[config.mk]
export PLATFORM = sky130hd
export DESIGN_NAME = xml_text_escaper_top_flat
export DESIGN_NICKNAME = d
export VERILOG_FILES = /design/src/sv/xte_pkg.sv /design/src/sv/xte_if.sv /design/src/sv/xml_text_escaper_top.sv /design/src/sv/xte_front.sv /design/src/sv/xte_queue.sv /design/src/sv/xte_back.sv /design/src/flat_wrapper.sv
export SDC_FILE = /design/constraint.sdc
export NUM_CORES = 1
export LEC_CHECK = 0
export BUFFER_PORTS_ARGS = -buffer_cell sky130_fd_sc_hd__buf_2
export CAP_MARGIN = 20
export CELL_PAD_IN_SITES_DETAIL_PLACEMENT = 2
export CELL_PAD_IN_SITES_GLOBAL_PLACEMENT = 2
export CORE_MARGIN = 1.5
export CORE_UTILIZATION = 41
export CTS_CLUSTER_DIAMETER = 80
export CTS_CLUSTER_SIZE = 40
export DETAILED_ROUTE_END_ITERATION = 12
export PLACE_DENSITY = 0.86
export RECOVER_POWER = 50
export SLEW_MARGIN = 10
export SYNTH_ARGS = -nofsm -noshare
export SYNTH_HDL_FRONTEND = slang
export SYNTH_SLANG_ARGS = --single-unit
[constraint.sdc]
create_clock -name clk -period 7 [get_ports clk]
set_clock_uncertainty 0.15 [all_clocks]
set_input_delay 0.35 -clock clk [delete_from_list [all_inputs] [get_ports clk]]
set_output_delay 0.35 -clock clk [all_outputs]
set_load 0.005 [all_outputs]
[src/sv/xte_pkg.sv]
// Shared types, character codes and run-expansion functions for the XML text escaper.
package xte_pkg;

  typedef enum logic [2:0] {
    KIND_PASS,
    KIND_AMP,
    KIND_LT,
    KIND_GT,
    KIND_APOS,
    KIND_QUOT,
    KIND_NUM
  } kind_t;

  typedef struct packed {
    kind_t      kind;
    logic [7:0] raw;
  } item_t;

  typedef struct packed {
    logic empty;
    logic full;
  } q_stat_t;

  localparam int QueueDepth = 2;
  localparam int RunMax     = 6;
  localparam int IdxW       = $clog2(RunMax);

  localparam logic [7:0] ChTab   = 8'h09;
  localparam logic [7:0] ChLf    = 8'h0A;
  localparam logic [7:0] ChCr    = 8'h0D;
  localparam logic [7:0] ChSpace = 8'h20;
  localparam logic [7:0] ChQuot  = 8'h22;
  localparam logic [7:0] ChHash  = 8'h23;
  localparam logic [7:0] ChAmp   = 8'h26;
  localparam logic [7:0] ChApos  = 8'h27;
  localparam logic [7:0] ChZero  = 8'h30;
  localparam logic [7:0] ChSemi  = 8'h3B;
  localparam logic [7:0] ChLt    = 8'h3C;
  localparam logic [7:0] ChGt    = 8'h3E;
  localparam logic [7:0] ChA     = 8'h61;
  localparam logic [7:0] ChG     = 8'h67;
  localparam logic [7:0] ChL     = 8'h6C;
  localparam logic [7:0] ChM     = 8'h6D;
  localparam logic [7:0] ChO     = 8'h6F;
  localparam logic [7:0] ChP     = 8'h70;
  localparam logic [7:0] ChQ     = 8'h71;
  localparam logic [7:0] ChS     = 8'h73;
  localparam logic [7:0] ChT     = 8'h74;
  localparam logic [7:0] ChU     = 8'h75;

  function automatic logic [IdxW-1:0] run_len(kind_t kind);
    logic [IdxW-1:0] len;
    unique case (kind)
      KIND_PASS: len = IdxW'(1);
      KIND_AMP:  len = IdxW'(5);
      KIND_LT:   len = IdxW'(4);
      KIND_GT:   len = IdxW'(4);
      KIND_APOS: len = IdxW'(6);
      KIND_QUOT: len = IdxW'(6);
      KIND_NUM:  len = IdxW'(5);
      default:   len = IdxW'(1);
    endcase
    return len;
  endfunction

  function automatic logic [7:0] run_char(item_t it, logic [IdxW-1:0] idx);
    logic [4:0]            val;
    logic [1:0]            tens;
    logic [4:0]            ones;
    logic [RunMax-1:0][7:0] txt;
    logic [7:0]            ch;
    val = it.raw[4:0];
    if (val >= 5'd30) begin
      tens = 2'd3;
    end else if (val >= 5'd20) begin
      tens = 2'd2;
    end else if (val >= 5'd10) begin
      tens = 2'd1;
    end else begin
      tens = 2'd0;
    end
    ones = val - 5'(tens) * 5'd10;
    txt = '0;
    txt[0] = ChAmp;
    unique case (it.kind)
      KIND_PASS: begin
        txt[0] = it.raw;
      end
      KIND_AMP: begin
        txt[1] = ChA; txt[2] = ChM; txt[3] = ChP; txt[4] = ChSemi;
      end
      KIND_LT: begin
        txt[1] = ChL; txt[2] = ChT; txt[3] = ChSemi;
      end
      KIND_GT: begin
        txt[1] = ChG; txt[2] = ChT; txt[3] = ChSemi;
      end
      KIND_APOS: begin
        txt[1] = ChA; txt[2] = ChP; txt[3] = ChO; txt[4] = ChS; txt[5] = ChSemi;
      end
      KIND_QUOT: begin
        txt[1] = ChQ; txt[2] = ChU; txt[3] = ChO; txt[4] = ChT; txt[5] = ChSemi;
      end
      KIND_NUM: begin
        txt[1] = ChHash;
        txt[2] = ChZero + {6'd0, tens};
        txt[3] = ChZero + {3'd0, ones};
        txt[4] = ChSemi;
      end
      default: begin
        txt[0] = it.raw;
      end
    endcase
    ch = (idx < IdxW'(RunMax)) ? txt[idx] : it.raw;
    return ch;
  endfunction

endpackage

[src/sv/xte_if.sv]
// Stream interfaces for the text byte input and the escaped byte output.
interface xte_in_if;
  logic       valid;
  logic       ready;
  logic [7:0] in_byte;

  modport source (output valid, output in_byte, input ready);
  modport sink (input valid, input in_byte, output ready);
endinterface

interface xte_out_if;
  logic       valid;
  logic       ready;
  logic [7:0] out_byte;
  logic       run_last;

  modport source (output valid, output out_byte, output run_last, input ready);
  modport sink (input valid, input out_byte, input run_last, output ready);
endinterface

[src/sv/xml_text_escaper_top.sv]
// XML text escaper: one text byte in, its escaped run of one to six bytes out, last byte marked.
// The block sends one output byte per clock cycle when the output side is ready and the queue
// holds an item. A byte that passes through is sent as it is; the others become "&lt;",
// "&gt;", "&amp;", numeric entities "&#DD;", "&apos;" or "&quot;". The back stage walks
// the run with a byte counter through its single output register. A two-entry queue sits
// between the classifying front stage and the back stage. The item whose run is being sent
// stays at the head of the queue until its last byte, so one further input byte is taken while
// a run is being sent and two while a finished byte waits on the output; the input then stalls.
// Nothing is kept between bytes.
module xml_text_escaper_top #(
  parameter int QueueDepth = xte_pkg::QueueDepth
) (
  input  logic      clk,
  input  logic      rst_n,
  xte_in_if.sink    in_ch,
  xte_out_if.source out_ch
);

  xte_pkg::q_stat_t q_stat;
  xte_pkg::item_t   push_item;
  xte_pkg::item_t   head_item;
  logic             push;
  logic             pop;

  xte_front u_front (
    .in_ch     (in_ch),
    .q_stat    (q_stat),
    .push      (push),
    .push_item (push_item)
  );

  xte_queue #(
    .Depth (QueueDepth)
  ) u_queue (
    .clk       (clk),
    .rst_n     (rst_n),
    .push      (push),
    .push_item (push_item),
    .pop       (pop),
    .head_item (head_item),
    .q_stat    (q_stat)
  );

  xte_back u_back (
    .clk       (clk),
    .rst_n     (rst_n),
    .head_item (head_item),
    .q_stat    (q_stat),
    .pop       (pop),
    .out_ch    (out_ch)
  );

  // Inside a run the next byte is ready right after each transfer.
  a_run_continues: assert property (@(posedge clk) disable iff (!rst_n)
    (out_ch.valid && out_ch.ready && !out_ch.run_last) |=> out_ch.valid)
    else $error("escaped run broken by a gap");

  // A semicolon only ever closes an entity.
  a_semi_closes: assert property (@(posedge clk) disable iff (!rst_n)
    (out_ch.valid && !out_ch.run_last) |-> (out_ch.out_byte != xte_pkg::ChSemi))
    else $error("semicolon inside an escaped run");

  // An item leaves the queue only on the transfer into the output register of its last byte.
  a_pop_on_last: assert property (@(posedge clk) disable iff (!rst_n)
    pop |=> (out_ch.valid && out_ch.run_last))
    else $error("queue popped without a final byte");

endmodule

[src/sv/xte_front.sv]
// Front stage: accepts text bytes and classifies each one into an escape kind.
module xte_front (
  xte_in_if.sink          in_ch,
  input  xte_pkg::q_stat_t q_stat,
  output logic            push,
  output xte_pkg::item_t  push_item
);

  xte_pkg::kind_t kind;

  assign in_ch.ready = !q_stat.full;
  assign push        = in_ch.valid && in_ch.ready;

  always_comb begin
    unique case (in_ch.in_byte)
      xte_pkg::ChAmp:  kind = xte_pkg::KIND_AMP;
      xte_pkg::ChLt:   kind = xte_pkg::KIND_LT;
      xte_pkg::ChGt:   kind = xte_pkg::KIND_GT;
      xte_pkg::ChApos: kind = xte_pkg::KIND_APOS;
      xte_pkg::ChQuot: kind = xte_pkg::KIND_QUOT;
      default: begin
        // Bytes below space other than tab, line feed and carriage return become numeric entities.
        if (in_ch.in_byte < xte_pkg::ChSpace && in_ch.in_byte != xte_pkg::ChTab &&
            in_ch.in_byte != xte_pkg::ChLf && in_ch.in_byte != xte_pkg::ChCr) begin
          kind = xte_pkg::KIND_NUM;
        end else begin
          kind = xte_pkg::KIND_PASS;
        end
      end
    endcase
  end

  assign push_item.kind = kind;
  assign push_item.raw  = in_ch.in_byte;

endmodule

[src/sv/xte_queue.sv]
// Short FIFO of classified items between the front and back stages.
module xte_queue #(
  parameter int Depth = xte_pkg::QueueDepth
) (
  input  logic             clk,
  input  logic             rst_n,
  input  logic             push,
  input  xte_pkg::item_t   push_item,
  input  logic             pop,
  output xte_pkg::item_t   head_item,
  output xte_pkg::q_stat_t q_stat
);

  localparam int PtrW = (Depth > 1) ? $clog2(Depth) : 1;
  localparam int CntW = $clog2(Depth + 1);

  xte_pkg::item_t  mem_r [Depth];
  logic [PtrW-1:0] wr_ptr_r, wr_ptr_nxt;
  logic [PtrW-1:0] rd_ptr_r, rd_ptr_nxt;
  logic [CntW-1:0] count_r, count_nxt;

  assign q_stat.empty = (count_r == '0);
  assign q_stat.full  = (count_r == CntW'(Depth));
  assign head_item    = mem_r[rd_ptr_r];

  always_comb begin
    wr_ptr_nxt = wr_ptr_r;
    rd_ptr_nxt = rd_ptr_r;
    count_nxt  = count_r;
    if (push) begin
      wr_ptr_nxt = (wr_ptr_r == PtrW'(Depth - 1)) ? '0 : wr_ptr_r + 1'b1;
    end
    if (pop) begin
      rd_ptr_nxt = (rd_ptr_r == PtrW'(Depth - 1)) ? '0 : rd_ptr_r + 1'b1;
    end
    if (push && !pop) begin
      count_nxt = count_r + 1'b1;
    end else if (pop && !push) begin
      count_nxt = count_r - 1'b1;
    end
  end

  always_ff @(posedge clk) begin
    if (!rst_n) begin
      wr_ptr_r <= '0;
      rd_ptr_r <= '0;
      count_r  <= '0;
    end else begin
      wr_ptr_r <= wr_ptr_nxt;
      rd_ptr_r <= rd_ptr_nxt;
      count_r  <= count_nxt;
    end
  end

  always_ff @(posedge clk) begin
    if (push) begin
      mem_r[wr_ptr_r] <= push_item;
    end
  end

endmodule

[src/sv/xte_back.sv]
// Back stage: expands the head item into its run of bytes through an output register.
module xte_back (
  input  logic             clk,
  input  logic             rst_n,
  input  xte_pkg::item_t   head_item,
  input  xte_pkg::q_stat_t q_stat,
  output logic             pop,
  xte_out_if.source        out_ch
);

  logic [xte_pkg::IdxW-1:0] idx_r, idx_nxt;
  logic                     out_valid_r, out_valid_nxt;
  logic [7:0]               out_byte_r;
  logic                     run_last_r;
  logic                     load;
  logic                     take;
  logic                     last;

  assign load = !out_valid_r || out_ch.ready;
  assign take = load && !q_stat.empty;
  assign last = (idx_r == xte_pkg::run_len(head_item.kind) - 1'b1);
  assign pop  = take && last;

  always_comb begin
    idx_nxt       = idx_r;
    out_valid_nxt = out_valid_r;
    if (take) begin
      idx_nxt       = last ? '0 : idx_r + 1'b1;
      out_valid_nxt = 1'b1;
    end else if (load) begin
      out_valid_nxt = 1'b0;
    end
  end

  always_ff @(posedge clk) begin
    if (!rst_n) begin
      idx_r       <= '0;
      out_valid_r <= 1'b0;
    end else begin
      idx_r       <= idx_nxt;
      out_valid_r <= out_valid_nxt;
    end
  end

  always_ff @(posedge clk) begin
    if (take) begin
      out_byte_r <= xte_pkg::run_char(head_item, idx_r);
      run_last_r <= last;
    end
  end

  assign out_ch.valid    = out_valid_r;
  assign out_ch.out_byte = out_byte_r;
  assign out_ch.run_last = run_last_r;

endmodule

[src/flat_wrapper.sv]
// flat-port wrapper written by rule: the top's interface ports become plain ports
module xml_text_escaper_top_flat 
#(
  parameter int QueueDepth = xte_pkg::QueueDepth
)
  (clk, rst_n, in_ch_valid, in_ch_in_byte, in_ch_ready, out_ch_valid, out_ch_out_byte, out_ch_run_last, out_ch_ready);
  xte_in_if in_ch_i ();
  xte_out_if out_ch_i ();
  input  logic clk;
  input  logic rst_n;
  input wire logic [$bits(in_ch_i.valid)-1:0] in_ch_valid;
  input wire logic [$bits(in_ch_i.in_byte)-1:0] in_ch_in_byte;
  output wire logic [$bits(in_ch_i.ready)-1:0] in_ch_ready;
  output wire logic [$bits(out_ch_i.valid)-1:0] out_ch_valid;
  output wire logic [$bits(out_ch_i.out_byte)-1:0] out_ch_out_byte;
  output wire logic [$bits(out_ch_i.run_last)-1:0] out_ch_run_last;
  input wire logic [$bits(out_ch_i.ready)-1:0] out_ch_ready;
  assign in_ch_i.valid = in_ch_valid;
  assign in_ch_i.in_byte = in_ch_in_byte;
  assign in_ch_ready = in_ch_i.ready;
  assign out_ch_valid = out_ch_i.valid;
  assign out_ch_out_byte = out_ch_i.out_byte;
  assign out_ch_run_last = out_ch_i.run_last;
  assign out_ch_i.ready = out_ch_ready;
  xml_text_escaper_top #(.QueueDepth(QueueDepth)) u_core (.clk(clk), .rst_n(rst_n), .in_ch(in_ch_i), .out_ch(out_ch_i));
endmodule
==> results.json <==
{
  "dp.cells": 327,
  "die_x_um": 79.65,
  "cp_num_buf_inv": 0,
  "slew_headroom_pct": 33.23,
  "rsz0062_at_grt": "no",
  "cts_setup_buffers": 0,
  "synth_simple_gate_area_share_pct": 16.21,
  "tritoncts": "built",
  "gp_congestion": 0.8823,
  "tns_ps": 0,
  "finish.utilization_pct": 47.52,
  "worstPathRequired_ps": 6870,
  "syn_avg_cell_area_sq_um": 9.831,
  "cts_made_buffers": 5,
  "regArea_sq_um": 1111,
  "post-route-min-period_ps": 3664,
  "synth-compound-area-share_pct": 19.69,
  "pre_cts_ws_ps": 3304,
  "drt-vias-per-instance": 5.940,
  "grt_antenna_before_repair": 0,
  "fin_crit_sh_pct": 52.34,
  "grt_pass1_vias": 2132,
  "clockRootBuffer": "clkbuf_8",
  "synthMuxAreaShare_pct": 7.896,
  "hold_viol": 0,
  "top_level_ports": 23,
  "grt_usage_pct": 23.31,
  "crit_chain": "mux2_2 > maj3_1 > nand2_1 > nand2_1 > ha_1 > fa_1 > xor2_1 > o21ai_0 > a32o_1 > a211oi_1 > a21oi_1",
  "dp.final_hpwl_um": 4833,
  "multiInputGateArea_sq_um": 1191,
  "synthArstFlopShare_pct": 0,
  "dr.pass1.iters": 4,
  "worst_slack_ps": 3336,
  "die-area_sq_um": 6343,
  "synth_top_area_share_pct": 38.65,
  "area_growth_pct": 9.974,
  "hold_path.class": "primary input to flop",
  "clock_sinks": 40,
  "die_h_um": 79.65,
  "crit_path_max_incr_delay_ps": 870,
  "nets": 280,
  "synth_xor_area_share_pct": 1.818,
  "num_vias": 1990,
  "powerDensity_nw_per_um2": 410.7,
  "io_buffers": 22,
  "row_count": 27,
  "maxSlewViolCount": 0,
  "leakagePower_nw": 0.9420,
  "synthFlopType": "edfxtp_1",
  "netlist_instances": 245,
  "n_fill_cell": 613,
  "fmax_mhz": 272.9,
  "htree_num_levels": 2,
  "crit_family": "adder cells",
  "worst_slew_pin_slew_ps": 997.8,
  "synth_fa_ha_area_share_pct": 3.844,
  "synth_top_family_by_area": "compound AO/OA/AOI/OAI gates",
  "initial_utilization_pct": 43.21,
  "overflow": 0,
  "synthesis.area_sq_um": 2409,
  "synth-seq-cells": 40,
  "grt_pass1_wl_um": 11010,
  "final_cell_mix": "nand2_1 (31), edfxtp_1 (31), nor2_1 (17), a21oi_1 (17), o21ai_0 (15)",
  "clk_latency_ps": 300,
  "grt_max_degree": 36,
  "startpoint_type": "flop",
  "drv_cap": 0,
  "clk_pin_slew_worst_paths_ps": 90,
  "cp_max_fo": 18,
  "drive_gt1_share_pct": 13.69,
  "wirelength_um": 6897,
  "crit_path_end_kind": "flop",
  "hold_slack_ps": 210.0,
  "max-clock-path-buffers": 2,
  "synth-edff-count": 31,
  "coreArea_sq_um": 5574,
  "syn_nets": 263,
  "irDropWorstVdd_mv": 0.1971,
  "wire_per_inst_um": 20.59,
  "yosys-top-cells-area": "edfxtp_1 (39%), dfxtp_1 (7.5%), nand2_1 (4.8%)",
  "drcViolationCount": 0,
  "finalNonFillerCells": 335,
  "ys_warn_count": 0,
  "critPathKind": "flop to flop",
  "yosysUniqueCellTypes": 56,
  "synth.yosys.seq_area_share_pct": 46.13,
  "drt_iter0_markers": 115,
  "critPathArrivalTime_ps": 3540,
  "cts_resized": 0,
  "antenna_left": 0,
  "cpMostUsedCell": "nand2_1",
  "antenna_cells": 0,
  "synth_top_cell_by_area": "edfxtp_1",
  "setup_violations": 0,
  "ctsHoldBuffers": 0,
  "slowest_stage": "dfxtp_1",
  "status": "finished clean"
}
## worst reg2reg max path, stage by stage, from the launching register on
cell and delay, ps:
dfxtp_1 870, mux2_2 450, maj3_1 370, nand2_1 110, nand2_1 80, ha_1 220, fa_1 390, xor2_1 130
o21ai_0 90, a32o_1 240, a211oi_1 240, a21oi_1 60
## synth_stat cells (2+ instances only)
cell,count
edfxtp_1,31
nand2_1,31
a21oi_1,17
nor2_1,17
o21ai_0,15
inv_1,11
clkbuf_1,10
dfxtp_1,9
mux2i_1,9
o211ai_1,7
ha_1,5
mux2_2,5
nand3_1,5
a211oi_1,4
nor3_1,4
nor3b_1,4
o22ai_1,4
or3_1,4
and2_1,3
o31ai_1,3
o32ai_1,3
xor2_1,3
a2111oi_0,2
and3_1,2
buf_6,2
mux2_4,2
nand2b_1,2
nor4_1,2
xnor2_1,2
## metrics by stage
stage                     power, mW  instance area (sq um)
after global routing          1.161                   2649
after CTS                     1.096                   2661
after global placement       0.8642                   2551
after floorplan              0.7380                   2409
after detailed placement     0.8913                   2551
final                         1.088                   2649
## routing by layer
layer | GRT usage (%) | share of wire [%]
met5 | 0 | 0
met4 | 8.421 | 2.2
met3 | 4.343 | 3.5
met2 | 40.85 | 52
met1 | 28.33 | 42
## cells by family (layout without fill, tap and decap cells)
logic type,count (synthesis),after routing
simple gates,81,81
compound gates,71,71
xor+xnor,5,5
flops,40,40
mux,17,17
buf+inv,24,42
fa+ha+maj,7,7
## area by class of cell
cell class,instances,area share (%)
multi-input combinational,181,44.97
clock buffer,5,2.598
clock inverter,3,1.559
tap,72,3.401
timing repair buffer,23,3.968
inverter,11,1.559
sequential,40,41.95
## sequential cells by signal, indices dropped and copies added (netlist names), named ones only
name and cells:
u_core.u_queue.mem_r 22, u_core.u_back.out_ch.out_byte 8, u_core.u_back.idx_r 3, u_core.u_queue.count_r 2, u_core.u_back.out_ch.run_last 1, u_core.u_back.out_ch.valid 1
u_core.u_queue.rd_ptr_r 1, u_core.u_queue.wr_ptr_r 1
## power by group
part,switching (mW),internal (mW)
Sequential,0.0418,0.338
Clock,0.0882,0.106
Combinational,0.322,0.191
Total,0.452,0.635
## final timing paths
path / start / endpoint / slack [ps] / depth (start not counted)
worst min-delay path: in_ch_in_byte[6] / u_core.u_queue.mem_r[0][6]$_DFFE_PP_ / 210 / 1
worst max register to register: flop / u_core.u_back.out_ch.out_byte[3]$_DFFE_PP_ / 3340 / 11
worst max-delay path: flop / u_core.u_back.out_ch.out_byte[3]$_DFFE_PP_ / 3340 / 11
worst min register to register: u_core.u_queue.rd_ptr_r$_SDFFE_PN0P_ / u_core.u_queue.rd_ptr_r$_SDFFE_PN0P_ / 370 / 2
(Power assumes the default switching activity.)
